## src/rtl/rgbhsv_pkg.sv

```systemverilog
// Shared types, constants and helper functions of the RGB to HSV converter.
`timescale 1ns / 1ps

package rgbhsv_pkg;

    // Fixed field widths of a request and of a result.
    localparam int unsigned CHAN_W = 8;
    localparam int unsigned HUE_W  = 15;
    localparam int unsigned SAT_W  = 16;

    // Largest saturation that the result field can carry.
    localparam int unsigned SAT_MAX = 65535;

    // Hue numerator before angular scaling: at most eleven times the delta.
    localparam int unsigned NUM12_W = 12;

    // Angular constants: one sector is 60 degrees, six sectors make a turn.
    localparam int unsigned SECTOR_ANGLE = 60;
    localparam int unsigned SECTOR_COUNT = 6;
    localparam int unsigned SECTOR_ANGLE_W = 6;

    // The hue quotient stays below 660 degrees' worth of fraction units,
    // so it needs ten integer bits above the fraction.
    localparam int unsigned HUE_INT_BITS = 10;

    // Sector bases, already offset by six deltas so the numerator stays positive.
    localparam int unsigned BASE_W = 4;
    localparam logic [BASE_W-1:0] BASE_RED   = 4'd6;
    localparam logic [BASE_W-1:0] BASE_GREEN = 4'd8;
    localparam logic [BASE_W-1:0] BASE_BLUE  = 4'd10;

    // Queue between the classifying front and the arithmetic back.
    localparam int unsigned QUEUE_DEPTH = 2;
    localparam int unsigned QUEUE_AW    = $clog2(QUEUE_DEPTH);

    typedef enum logic [1:0] {
        SECTOR_RED,
        SECTOR_GREEN,
        SECTOR_BLUE
    } t_sector;

    typedef struct packed {
        logic [CHAN_W-1:0] red;
        logic [CHAN_W-1:0] green;
        logic [CHAN_W-1:0] blue;
    } t_pixel;

    typedef struct packed {
        logic [HUE_W-1:0]  hue;
        logic [SAT_W-1:0]  saturation;
        logic [CHAN_W-1:0] value;
    } t_hsv;

    // A classified pixel as it travels from the front to the back.
    typedef struct packed {
        logic [CHAN_W-1:0] max_chan;
        logic [CHAN_W-1:0] delta;
        t_sector           sector;
        logic [CHAN_W-1:0] plus_term;
        logic [CHAN_W-1:0] minus_term;
    } t_class;

    // Quotient width shared by both dividers, so that they have equal latency.
    function automatic int unsigned div_width(input int unsigned hue_frac_bits,
                                              input int unsigned sat_bits);
        int unsigned w;
        w = hue_frac_bits + HUE_INT_BITS;
        if (sat_bits > w) begin
            w = sat_bits;
        end
        return w;
    endfunction

endpackage

```

## src/rtl/rgbhsv_front.sv

```systemverilog
// Front end: accepts pixel requests, finds the dominant channel and registers the class.
`timescale 1ns / 1ps

module rgbhsv_front (
    input  logic                i_clk,
    input  logic                i_rst_n,
    input  logic                i_start,
    input  rgbhsv_pkg::t_pixel  i_pixel,
    input  logic                i_full,
    output logic                o_busy,
    output logic                o_valid,
    output rgbhsv_pkg::t_class  o_item
);

    logic                            r_valid;
    logic                            n_valid;
    rgbhsv_pkg::t_class              r_item;
    rgbhsv_pkg::t_class              n_item;
    rgbhsv_pkg::t_class              w_class;
    logic [rgbhsv_pkg::CHAN_W-1:0]   w_min;

    // The held item can only leave when the queue has room.
    assign o_busy  = r_valid && i_full;
    assign o_valid = r_valid;
    assign o_item  = r_item;

    // Ties go to red first, then to green.
    always_comb begin
        w_class = '0;
        if (i_pixel.red >= i_pixel.green && i_pixel.red >= i_pixel.blue) begin
            w_class.sector     = rgbhsv_pkg::SECTOR_RED;
            w_class.max_chan   = i_pixel.red;
            w_class.plus_term  = i_pixel.green;
            w_class.minus_term = i_pixel.blue;
        end else if (i_pixel.green >= i_pixel.blue) begin
            w_class.sector     = rgbhsv_pkg::SECTOR_GREEN;
            w_class.max_chan   = i_pixel.green;
            w_class.plus_term  = i_pixel.blue;
            w_class.minus_term = i_pixel.red;
        end else begin
            w_class.sector     = rgbhsv_pkg::SECTOR_BLUE;
            w_class.max_chan   = i_pixel.blue;
            w_class.plus_term  = i_pixel.red;
            w_class.minus_term = i_pixel.green;
        end
        w_min = (i_pixel.red < i_pixel.green) ? i_pixel.red : i_pixel.green;
        if (i_pixel.blue < w_min) begin
            w_min = i_pixel.blue;
        end
        w_class.delta = w_class.max_chan - w_min;
    end

    always_comb begin
        n_valid = r_valid;
        n_item  = r_item;
        if (!o_busy) begin
            n_valid = i_start;
            n_item  = w_class;
        end
    end

    always_ff @(posedge i_clk) begin
        if (!i_rst_n) begin
            r_valid <= 1'b0;
        end else begin
            r_valid <= n_valid;
        end
    end

    always_ff @(posedge i_clk) begin
        r_item <= n_item;
    end

endmodule

```

## src/rtl/rgbhsv_queue.sv

```systemverilog
// Short queue between the front end and the arithmetic back end.
`timescale 1ns / 1ps

module rgbhsv_queue (
    input  logic                i_clk,
    input  logic                i_rst_n,
    input  logic                i_push,
    input  rgbhsv_pkg::t_class  i_item,
    output logic                o_full,
    output logic                o_valid,
    output rgbhsv_pkg::t_class  o_head
);

    localparam int unsigned AW    = rgbhsv_pkg::QUEUE_AW;
    localparam int unsigned DEPTH = rgbhsv_pkg::QUEUE_DEPTH;

    rgbhsv_pkg::t_class  r_mem [DEPTH];
    logic [AW-1:0]       r_wr_ptr;
    logic [AW-1:0]       n_wr_ptr;
    logic [AW-1:0]       r_rd_ptr;
    logic [AW-1:0]       n_rd_ptr;
    logic [AW:0]         r_count;
    logic [AW:0]         n_count;
    logic                w_push;
    logic                w_pop;

    assign o_full  = (r_count == (AW+1)'(DEPTH));
    assign o_valid = (r_count != '0);
    assign o_head  = r_mem[r_rd_ptr];

    // The back end never stalls, so the head leaves whenever it is present.
    assign w_push = i_push && !o_full;
    assign w_pop  = o_valid;

    always_comb begin
        n_wr_ptr = r_wr_ptr;
        n_rd_ptr = r_rd_ptr;
        n_count  = r_count;
        if (w_push) begin
            n_wr_ptr = (r_wr_ptr == AW'(DEPTH - 1)) ? '0 : r_wr_ptr + 1'b1;
        end
        if (w_pop) begin
            n_rd_ptr = (r_rd_ptr == AW'(DEPTH - 1)) ? '0 : r_rd_ptr + 1'b1;
        end
        if (w_push && !w_pop) begin
            n_count = r_count + 1'b1;
        end else if (w_pop && !w_push) begin
            n_count = r_count - 1'b1;
        end
    end

    always_ff @(posedge i_clk) begin
        if (!i_rst_n) begin
            r_wr_ptr <= '0;
            r_rd_ptr <= '0;
            r_count  <= '0;
        end else begin
            r_wr_ptr <= n_wr_ptr;
            r_rd_ptr <= n_rd_ptr;
            r_count  <= n_count;
        end
    end

    always_ff @(posedge i_clk) begin
        if (w_push) begin
            r_mem[r_wr_ptr] <= i_item;
        end
    end

endmodule

```

## src/rtl/rgbhsv_div.sv

```systemverilog
// Pipelined restoring divider that retires one quotient bit per stage.
`timescale 1ns / 1ps

module rgbhsv_div #(
    parameter int unsigned QUO_W = 16,
    parameter int unsigned DEN_W = 8
) (
    input  logic                     i_clk,
    input  logic [DEN_W+QUO_W-1:0]   i_num,
    input  logic [DEN_W-1:0]         i_den,
    output logic [QUO_W-1:0]         o_quo
);

    localparam int unsigned NUM_W = DEN_W + QUO_W;

    // The caller guarantees that the top DEN_W numerator bits are below the divisor.
    logic [DEN_W-1:0]  r_rem     [QUO_W];
    logic [DEN_W-1:0]  r_den     [QUO_W];
    logic [QUO_W-1:0]  r_bits    [QUO_W];
    logic [DEN_W-1:0]  w_rem_in  [QUO_W];
    logic [DEN_W-1:0]  w_den_in  [QUO_W];
    logic [QUO_W-1:0]  w_bits_in [QUO_W];
    logic [DEN_W:0]    w_trial   [QUO_W];
    logic [QUO_W-1:0]  w_fit;
    logic [DEN_W-1:0]  n_rem     [QUO_W];
    logic [QUO_W-1:0]  n_bits    [QUO_W];

    always_comb begin
        w_rem_in[0]  = i_num[NUM_W-1 -: DEN_W];
        w_den_in[0]  = i_den;
        w_bits_in[0] = i_num[QUO_W-1:0];
        for (int k = 1; k < QUO_W; k++) begin
            w_rem_in[k]  = r_rem[k-1];
            w_den_in[k]  = r_den[k-1];
            w_bits_in[k] = r_bits[k-1];
        end
        for (int k = 0; k < QUO_W; k++) begin
            w_trial[k] = {w_rem_in[k], w_bits_in[k][QUO_W-1]};
            w_fit[k]   = (w_trial[k] >= {1'b0, w_den_in[k]});
            n_rem[k]   = w_fit[k] ? DEN_W'(w_trial[k] - {1'b0, w_den_in[k]})
                                  : w_trial[k][DEN_W-1:0];
            n_bits[k]  = {w_bits_in[k][QUO_W-2:0], w_fit[k]};
        end
    end

    always_ff @(posedge i_clk) begin
        for (int k = 0; k < QUO_W; k++) begin
            r_rem[k]  <= n_rem[k];
            r_den[k]  <= w_den_in[k];
            r_bits[k] <= n_bits[k];
        end
    end

    assign o_quo = r_bits[QUO_W-1];

endmodule

```

## src/rtl/rgbhsv_back.sv

```systemverilog
// Back end: builds the numerators, divides, wraps the hue and registers the result.
`timescale 1ns / 1ps

module rgbhsv_back #(
    parameter int unsigned HUE_FRAC_BITS = 6,
    parameter int unsigned SAT_BITS      = 16
) (
    input  logic                i_clk,
    input  logic                i_rst_n,
    input  logic                i_valid,
    input  rgbhsv_pkg::t_class  i_item,
    output logic                o_strobe,
    output rgbhsv_pkg::t_hsv    o_result
);

    localparam int unsigned CHAN_W   = rgbhsv_pkg::CHAN_W;
    localparam int unsigned NUM12_W  = rgbhsv_pkg::NUM12_W;
    localparam int unsigned DIV_W    = rgbhsv_pkg::div_width(HUE_FRAC_BITS, SAT_BITS);
    localparam int unsigned NUM_W    = CHAN_W + DIV_W;
    localparam int unsigned UNIT     = rgbhsv_pkg::SECTOR_ANGLE << HUE_FRAC_BITS;
    localparam int unsigned UNIT_W   = rgbhsv_pkg::SECTOR_ANGLE_W + HUE_FRAC_BITS;
    localparam int unsigned PROD_W   = NUM12_W + UNIT_W;
    localparam int unsigned HUE_FULL = UNIT * rgbhsv_pkg::SECTOR_COUNT;

    // First stage: sector numerator and saturation numerator.
    logic                           r_s1_valid;
    logic [NUM12_W-1:0]             r_s1_hue_num;
    logic [NUM_W-1:0]               r_s1_sat_num;
    logic [CHAN_W-1:0]              r_s1_max;
    logic [CHAN_W-1:0]              r_s1_delta;
    logic [NUM12_W-1:0]             n_s1_hue_num;
    logic [NUM_W-1:0]               n_s1_sat_num;
    logic [rgbhsv_pkg::BASE_W-1:0]  w_base;

    // Second stage: hue numerator scaled to fraction units.
    logic                           r_s2_valid;
    logic [NUM_W-1:0]               r_s2_hue_num;
    logic [NUM_W-1:0]               r_s2_sat_num;
    logic [CHAN_W-1:0]              r_s2_max;
    logic [CHAN_W-1:0]              r_s2_delta;
    logic [NUM_W-1:0]               n_s2_hue_num;

    // Side line that keeps value and special-case flags level with the dividers.
    logic [DIV_W-1:0]               r_vld_line;
    logic [DIV_W-1:0]               r_gray_line;
    logic [DIV_W-1:0]               r_black_line;
    logic [CHAN_W-1:0]              r_val_line [DIV_W];

    logic [DIV_W-1:0]               w_hue_quo;
    logic [DIV_W-1:0]               w_sat_quo;
    logic [DIV_W-1:0]               w_hue_mod;

    logic                           r_strobe;
    logic                           n_strobe;
    rgbhsv_pkg::t_hsv               r_result;
    rgbhsv_pkg::t_hsv               n_result;

    always_comb begin
        unique case (i_item.sector)
            rgbhsv_pkg::SECTOR_RED:   w_base = rgbhsv_pkg::BASE_RED;
            rgbhsv_pkg::SECTOR_GREEN: w_base = rgbhsv_pkg::BASE_GREEN;
            rgbhsv_pkg::SECTOR_BLUE:  w_base = rgbhsv_pkg::BASE_BLUE;
            default:                  w_base = rgbhsv_pkg::BASE_RED;
        endcase
        n_s1_hue_num = NUM12_W'(NUM12_W'(w_base) * NUM12_W'(i_item.delta))
                     + NUM12_W'(i_item.plus_term) - NUM12_W'(i_item.minus_term);
        // delta * (2^SAT_BITS - 1) without a multiplier
        n_s1_sat_num = (NUM_W'(i_item.delta) << SAT_BITS) - NUM_W'(i_item.delta);
    end

    always_ff @(posedge i_clk) begin
        r_s1_hue_num <= n_s1_hue_num;
        r_s1_sat_num <= n_s1_sat_num;
        r_s1_max     <= i_item.max_chan;
        r_s1_delta   <= i_item.delta;
    end

    assign n_s2_hue_num = NUM_W'(PROD_W'(r_s1_hue_num) * PROD_W'(UNIT));

    always_ff @(posedge i_clk) begin
        r_s2_hue_num <= n_s2_hue_num;
        r_s2_sat_num <= r_s1_sat_num;
        r_s2_max     <= r_s1_max;
        r_s2_delta   <= r_s1_delta;
    end

    rgbhsv_div #(
        .QUO_W (DIV_W),
        .DEN_W (CHAN_W)
    ) u_hue_div (
        .i_clk (i_clk),
        .i_num (r_s2_hue_num),
        .i_den (r_s2_delta),
        .o_quo (w_hue_quo)
    );

    rgbhsv_div #(
        .QUO_W (DIV_W),
        .DEN_W (CHAN_W)
    ) u_sat_div (
        .i_clk (i_clk),
        .i_num (r_s2_sat_num),
        .i_den (r_s2_max),
        .o_quo (w_sat_quo)
    );

    always_ff @(posedge i_clk) begin
        r_gray_line  <= {r_gray_line[DIV_W-2:0], (r_s2_delta == '0)};
        r_black_line <= {r_black_line[DIV_W-2:0], (r_s2_max == '0)};
        r_val_line[0] <= r_s2_max;
        for (int k = 1; k < DIV_W; k++) begin
            r_val_line[k] <= r_val_line[k-1];
        end
    end

    always_ff @(posedge i_clk) begin
        if (!i_rst_n) begin
            r_s1_valid <= 1'b0;
            r_s2_valid <= 1'b0;
            r_vld_line <= '0;
        end else begin
            r_s1_valid <= i_valid;
            r_s2_valid <= r_s1_valid;
            r_vld_line <= {r_vld_line[DIV_W-2:0], r_s2_valid};
        end
    end

    // The quotient lies below two full turns, so one subtraction wraps it.
    always_comb begin
        if (w_hue_quo >= DIV_W'(HUE_FULL)) begin
            w_hue_mod = w_hue_quo - DIV_W'(HUE_FULL);
        end else begin
            w_hue_mod = w_hue_quo;
        end
        n_strobe       = r_vld_line[DIV_W-1];
        n_result.value = r_val_line[DIV_W-1];
        if (r_gray_line[DIV_W-1]) begin
            n_result.hue = '0;
        end else begin
            n_result.hue = rgbhsv_pkg::HUE_W'(w_hue_mod);
        end
        if (r_black_line[DIV_W-1]) begin
            n_result.saturation = '0;
        end else if (32'(w_sat_quo) > 32'(rgbhsv_pkg::SAT_MAX)) begin
            n_result.saturation = rgbhsv_pkg::SAT_W'(rgbhsv_pkg::SAT_MAX);
        end else begin
            n_result.saturation = rgbhsv_pkg::SAT_W'(w_sat_quo);
        end
    end

    always_ff @(posedge i_clk) begin
        if (!i_rst_n) begin
            r_strobe <= 1'b0;
        end else begin
            r_strobe <= n_strobe;
        end
    end

    always_ff @(posedge i_clk) begin
        r_result <= n_result;
    end

    assign o_strobe = r_strobe;
    assign o_result = r_result;

endmodule

```

## src/rtl/rgb_to_hsv_converter_unit.sv

```systemverilog
// RGB to HSV converter top level: front end, request queue and pipelined back end.
// Throughput is one request per clock; the result strobe follows an accepted request
// through the front register, queue, numerator stages, dividers and output register.
// DIV_W = max(SAT_BITS, HUE_FRAC_BITS + 10) is the depth of the two bit-per-stage dividers.
// Reset is synchronous and active low; it empties the queue and every valid stage.
// Results cannot be held off by the receiver, so the pipeline never stalls.
`timescale 1ns / 1ps

module rgb_to_hsv_converter_unit #(
    parameter int unsigned HUE_FRAC_BITS = 6,
    parameter int unsigned SAT_BITS      = 16
) (
    input  logic                i_clk,
    input  logic                i_rst_n,
    input  logic                start,
    input  rgbhsv_pkg::t_pixel  i_pixel,
    output logic                busy,
    output logic                o_strobe,
    output rgbhsv_pkg::t_hsv    o_result
);

    // Depth of the dividers in the back end and the resulting request-to-strobe delay:
    // the front register loads at the accepting edge itself, then the request passes the
    // queue, two numerator stages, DIV_W divider stages and the output register.
    localparam int unsigned DIV_W    = rgbhsv_pkg::div_width(HUE_FRAC_BITS, SAT_BITS);
    localparam int unsigned LATENCY  = DIV_W + 5;
    localparam int unsigned HUE_FULL = (rgbhsv_pkg::SECTOR_ANGLE << HUE_FRAC_BITS)
                                     * rgbhsv_pkg::SECTOR_COUNT;
    localparam bit          HUE_FITS = (HUE_FULL <= (1 << rgbhsv_pkg::HUE_W));

    logic                front_valid;
    rgbhsv_pkg::t_class  front_item;
    logic                queue_full;
    logic                queue_valid;
    rgbhsv_pkg::t_class  queue_head;
    logic                accept;

    assign accept = start && !busy;

    // The front end finds the dominant channel, its sector and the delta, and holds
    // the classified request until the queue has room for it.
    rgbhsv_front u_front (
        .i_clk   (i_clk),
        .i_rst_n (i_rst_n),
        .i_start (start),
        .i_pixel (i_pixel),
        .i_full  (queue_full),
        .o_busy  (busy),
        .o_valid (front_valid),
        .o_item  (front_item)
    );

    // The queue decouples the two halves; the back end drains its head every cycle.
    rgbhsv_queue u_queue (
        .i_clk   (i_clk),
        .i_rst_n (i_rst_n),
        .i_push  (front_valid),
        .i_item  (front_item),
        .o_full  (queue_full),
        .o_valid (queue_valid),
        .o_head  (queue_head)
    );

    // The back end forms both numerators, runs the two dividers side by side, wraps
    // the hue into one turn and applies the grey and black pixel cases.
    rgbhsv_back #(
        .HUE_FRAC_BITS (HUE_FRAC_BITS),
        .SAT_BITS      (SAT_BITS)
    ) u_back (
        .i_clk    (i_clk),
        .i_rst_n  (i_rst_n),
        .i_valid  (queue_valid),
        .i_item   (queue_head),
        .o_strobe (o_strobe),
        .o_result (o_result)
    );

    // Every accepted request produces its result after the fixed pipeline delay.
    assert property (@(posedge i_clk) disable iff (!i_rst_n)
        accept |-> ##LATENCY o_strobe)
        else $error("accepted request did not produce a result on time");

    // The back end drains the queue every cycle, so requests are never held off.
    assert property (@(posedge i_clk) disable iff (!i_rst_n)
        !busy)
        else $error("front end stalled although the back end never stalls");

    // A black pixel has no saturation.
    assert property (@(posedge i_clk) disable iff (!i_rst_n)
        o_strobe && (o_result.value == '0) |-> (o_result.saturation == '0))
        else $error("black pixel reported with non-zero saturation");

    // The hue always lies within one turn when a turn fits the field.
    assert property (@(posedge i_clk) disable iff (!i_rst_n)
        o_strobe && HUE_FITS |-> (32'(o_result.hue) < HUE_FULL))
        else $error("hue outside one full turn");

endmodule

```

## config.mk

```make
export PLATFORM = sky130hd
export DESIGN_NAME = rgb_to_hsv_converter_unit
export DESIGN_NICKNAME = d
export VERILOG_FILES = /design/src/rtl/rgbhsv_pkg.sv /design/src/rtl/rgbhsv_front.sv /design/src/rtl/rgbhsv_queue.sv /design/src/rtl/rgbhsv_div.sv /design/src/rtl/rgbhsv_back.sv /design/src/rtl/rgb_to_hsv_converter_unit.sv
export SDC_FILE = /design/constraint.sdc
export NUM_CORES = 2
export LEC_CHECK = 0
export BUFFER_PORTS_ARGS = -buffer_cell sky130_fd_sc_hd__buf_2
export CAP_MARGIN = 25
export CORE_MARGIN = 2
export CORE_UTILIZATION = 57
export DETAILED_ROUTE_END_ITERATION = 12
export GPL_TIMING_DRIVEN = 0
export PLACE_DENSITY = 0.73
export SYNTH_ARGS = -nofsm -noshare
export SYNTH_HDL_FRONTEND = slang
export SYNTH_SLANG_ARGS = --single-unit
```

## constraint.sdc

```tcl
create_clock -name i_clk -period 7.3 [get_ports i_clk]
set_input_delay 0.365 -clock i_clk [delete_from_list [all_inputs] [get_ports i_clk]]
set_output_delay 0.365 -clock i_clk [all_outputs]
set_load 0.03 [all_outputs]
```

==> metrics list <==
- Worst Setup Path Type: reg2reg
- Static timing analysis puts the maximum clock frequency at 163 MHz.
- Fill cells in the final layout number 5685.
- In this design, the largest share of critical-path delay is due to adder cells.
- Setup violations remaining at the end of the flow were counted as 0.
- Count of hold buffers inserted by post-cts repair: 2
* Area of the die: about 80000 um2
- The H-tree was split into 3 levels.
* Crit path buffers/inverters: 5
- Once the clock tree was built, the setup fixing pass inserted 0 buffers.
- The floorplan step set the die height to 280 um.
- Counting instances, the worst hold path has a depth of 2.
- Required time reported for the critical path endpoint: about 7.9 ns
- Post-Synthesis Net Count: 4097
* Total detailed-routing wirelength: 66800 um
- The detail route stage leaves a number of antenna-violating nets equal to 0.
- WL/cell: 13.6 um
- Violation count after the first detailed-route iteration: 806
- Fraction of post-synthesis cell area in the top cell type by area: 50.3%
- Data arrival, critical path: 6.72 ns
* Hold worst-path end: u_front.o_item[26]
- Max-cap violations: 0
* Leftover overflow at the end of global routing: 0
- In this design, the stage delay of the slowest critical-path cell is 0.61 ns.
- Largest net degree at the start of global routing: 36
- Final worst path period need: about 6.1 ns
- Cell type with the highest aggregate area in the netlist: sky130_fd_sc_hd__dfxtp_1
- Most numerous cell in the Yosys netlist: sky130_fd_sc_hd__dfxtp_1
- Inst Count DP: 4702
- Number of CTS-inserted buffers: 112
- RSZ-0062 raised after global routing: false
* Latest clock arrival within the worst-skew pair: 0.66 ns
* Flop and latch count out of synthesis: 1192
* Share of the core filled with cells in the final layout: 64.5%
- The number of global-route vias before repair was 25171.
- Cell Chain, Critical Path: buf_6, buf_6, clkbuf_1, mux2_2, ha_1, clkbuf_1, nand2_1, fa_1, fa_1, fa_1, inv_1, ha_1, a21o_1, a21oi_1, o21ai_0, a21oi_1, o21ai_0, a21o_1, a21oi_1, xnor2_1
- Worst min path class: in2reg
* Pins over their slew limit: 0
* Total of buffers placed on input and output ports: 67
* Clock skew: 0.0203 ns
- After floorplanning, the core was sized to cover 75700 um2.
* Initial Utilization: 57.4%
- CTS root buffer: sky130_fd_sc_hd__clkbuf_16
- Dividing the synthesized area by the synthesized cell count gives 11.9 um2.
- Proportion of synthesized chip area in sequential cells: 57.3%
- Total number of nets in the final design: 4281
- Number of warnings printed during yosys synthesis: 0
- Of the available clock period, the critical path in the final layout requires 84.1%.
- Synth unique cells: 62
* Clock tree from TritonCTS: yes
- Predominant post-synthesis flop cell: sky130_fd_sc_hd__dfxtp_1
* Global-route wire length before repair: 112000 um
- Cell types with the highest counts after synthesis: sky130_fd_sc_hd__dfxtp_1 (1090), sky130_fd_sc_hd__inv_1 (448), sky130_fd_sc_hd__ha_1 (342)
- Counting along the longest clock path gives a buffer depth of 3.
* Clk pin slew, worst setup/hold paths: about 0.060 ns
- The repair_antennas step left the layout with diodes totalling 0.
- Dominant cells by area after synthesis: sky130_fd_sc_hd__dfxtp_1 (50%), sky130_fd_sc_hd__ha_1 (9.9%), sky130_fd_sc_hd__edfxtp_1 (7.1%)
- In the synthesized netlist, the number of instances is approximately 3700.
- Pin placement for this block handled 68 I/O pins.
- Gates resized during post-CTS repair numbered 0.
- The final count of hold timing violations is 0.
- The initialized floorplan defines 101 standard-cell rows.
- Share of cells above drive strength 1: 12.4%
- Critical path capture point type: register
- The startpoint identified for the worst hold timing path is i_pixel[16].
- Worst rel slew slack: 32.9%
- Kind of launch point of the worst setup path: register
- Detailed placement finished with a half-perimeter wire length of 48800 um.
- The clock net in this run drives a total of 1192 sinks.
- Average vias per placed instance: between 4 and 5
- Slew of the pin with the lowest slew margin: 0.978 ns
* Total via count after detailed routing: 24388
* Critical Path Fanout Max: 10
- Total negative setup slack: 0 ns
- The number of antenna violations at the first check in global routing is 0.
- Cell count of the worst reg-to-reg path: 20
- Area Growth Syn to Fin: 12.4%
- The pre-antenna-repair detailed-routing pass consisted of 5 iterations.
* Cell Count, Final, Fillers Out: slightly below 5000
- Summing every instance area after synthesis gives around 43000 um2.
* Post-synthesis async set-or-reset flop share: 0%
- Die Width: 280 um
- Stages on the worst setup path: 20
- Counting flops with a built-in enable in the synthesized netlist gives slightly above 100.
- Master of the slowest instance on the critical path: sky130_fd_sc_hd__fa_1
* Status: completed
- Global routing usage summed across all routing layers: 17.3%
- End of the worst register-to-register path: u_back.r_s1_hue_num[11]
* Number of design rule violations left after detail routing: 0
- Global placement routability congestion: 0.882
- Internal reg-to-reg setup slack: about 1.2 ns
## worst register-to-register path: cells and delay by family (launching register included)
family / cells / cell delay (ns)
flip-flops: 1 / 0.36
adder cells (fa/ha/maj): 5 / 2.33
AND/OR/NAND/NOR: 1 / 0.13
AO/OA/AOI/OAI: 7 / 1.32
buffers and inverters: 5 / 1.38
multiplexers: 1 / 0.41
XOR/XNOR: 1 / 0.14
## layer usage
| layer | wire length [um] | global-route usage [%] |
|---|---|---|
| met5 | 0 | 0 |
| met4 | 2080 | 6.77 |
| met3 | 1980 | 2.66 |
| met2 | 36300 | 34.7 |
| met1 | 26400 | 17.6 |
## sequential cells by signal (all words and copies together) (netlist names), 12 cells and up, named ones only
name                     flops
u_back.r_s2_hue_num         16
u_back.r_vld_line           16
u_back.u_sat_div.r_bits    247
u_back.r_black_line         16
u_back.r_s1_hue_num         12
u_back.r_s2_sat_num         23
u_back.u_hue_div.r_bits    164
u_queue.r_mem               68
u_back.u_sat_div.r_den      15
u_back.r_s1_sat_num         23
u_back.u_hue_div.r_den     111
u_back.r_gray_line          16
u_front.o_item              34
u_back.u_sat_div.r_rem     120
u_back.u_hue_div.r_rem     120
u_back.r_val_line          113
u_back.o_result             39
## how the worst max path moves through the flow
| stage | from | to | slack, ns |
|---|---|---|---|
| after floorplan | register | u_back.r_s1_hue_num[11] | 1.98 |
| after global placement | register | u_back.r_s1_hue_num[11] | 1.19 |
| after detailed placement | register | u_back.r_s1_hue_num[11] | 1.11 |
| after CTS | register | u_back.r_s1_hue_num[11] | 1.06 |
| after global routing | register | u_back.r_s1_hue_num[11] | 0.72 |
| final | register | u_back.r_s1_hue_num[11] | 1.16 |
## cell usage in the layout, fill, tap and decap left out, types with 5 or more instances in the layout
master	count
sky130_fd_sc_hd__nand4_1	58
sky130_fd_sc_hd__o21ai_1	61
sky130_fd_sc_hd__clkbuf_1	33
sky130_fd_sc_hd__ha_1	342
sky130_fd_sc_hd__clkinvlp_4	6
sky130_fd_sc_hd__a211oi_4	30
sky130_fd_sc_hd__clkinv_2	27
sky130_fd_sc_hd__nand3_1	10
sky130_fd_sc_hd__clkbuf_16	113
sky130_fd_sc_hd__nor2b_1	97
sky130_fd_sc_hd__fa_1	72
sky130_fd_sc_hd__inv_2	6
sky130_fd_sc_hd__nand2_1	106
sky130_fd_sc_hd__mux2_2	173
sky130_fd_sc_hd__a21boi_0	39
sky130_fd_sc_hd__or3_1	5
sky130_fd_sc_hd__a21o_1	45
sky130_fd_sc_hd__o21a_1	70
sky130_fd_sc_hd__bufinv_16	11
sky130_fd_sc_hd__buf_2	70
sky130_fd_sc_hd__o211ai_1	5
sky130_fd_sc_hd__nand2b_1	39
sky130_fd_sc_hd__a21oi_1	114
sky130_fd_sc_hd__mux2i_1	74
sky130_fd_sc_hd__nor4_1	32
sky130_fd_sc_hd__nor2_1	213
sky130_fd_sc_hd__xor2_1	42
sky130_fd_sc_hd__dfxtp_1	1090
sky130_fd_sc_hd__nor3_1	37
sky130_fd_sc_hd__xnor2_1	117
sky130_fd_sc_hd__clkbuf_8	18
sky130_fd_sc_hd__inv_1	449
sky130_fd_sc_hd__and2_1	26
sky130_fd_sc_hd__o21ai_0	109
sky130_fd_sc_hd__edfxtp_1	102
sky130_fd_sc_hd__a21boi_1	24
## layout make-up
class                           instances  area, um2  share of cell area [%]
Clock inverter                         54        637                    1.30
Buffer                                 22        109                   0.223
Sequential cell                      1192      24900                    51.0
Multi-Input combinational cell       1988      16700                    34.3
Inverter                              454       1700                    3.49
Clock buffer                          151       3150                    6.46
Timing Repair Buffer                   70        375                   0.769
Tap cell                              978       1220                    2.51
## per-stage QoR
step           setup slack [ns]  area, um2  hold WS, ns
5_1_grt                   0.717      48800       0.0640
4_1_cts                    1.06      48800       0.0442
2_1_floorplan              1.98      43400        0.310
3_5_place_dp               1.11      45000        0.312
3_3_place_gp               1.19      45000        0.310
6_report                   1.16      48800       0.0939
## cells by family (layout without fill, tap and decap cells)
| group | after synthesis | after routing | share of synthesized area (%) |
|---|---|---|---|
| XOR/XNOR | 159 | 159 | 3.21 |
| AO/OA/AOI/OAI | 516 | 516 | 8.18 |
| buffers and inverters | 476 | 751 | 4.18 |
| adder cells (fa/ha/maj) | 414 | 414 | 13.2 |
| AND/OR/NAND/NOR | 645 | 645 | 7.44 |
| multiplexers | 254 | 254 | 6.50 |
| flip-flops | 1192 | 1192 | 57.3 |
Power is left out: the tool's default activity adds up to more than one toggle a clock period on the data nets, which glitch-free logic cannot reach.
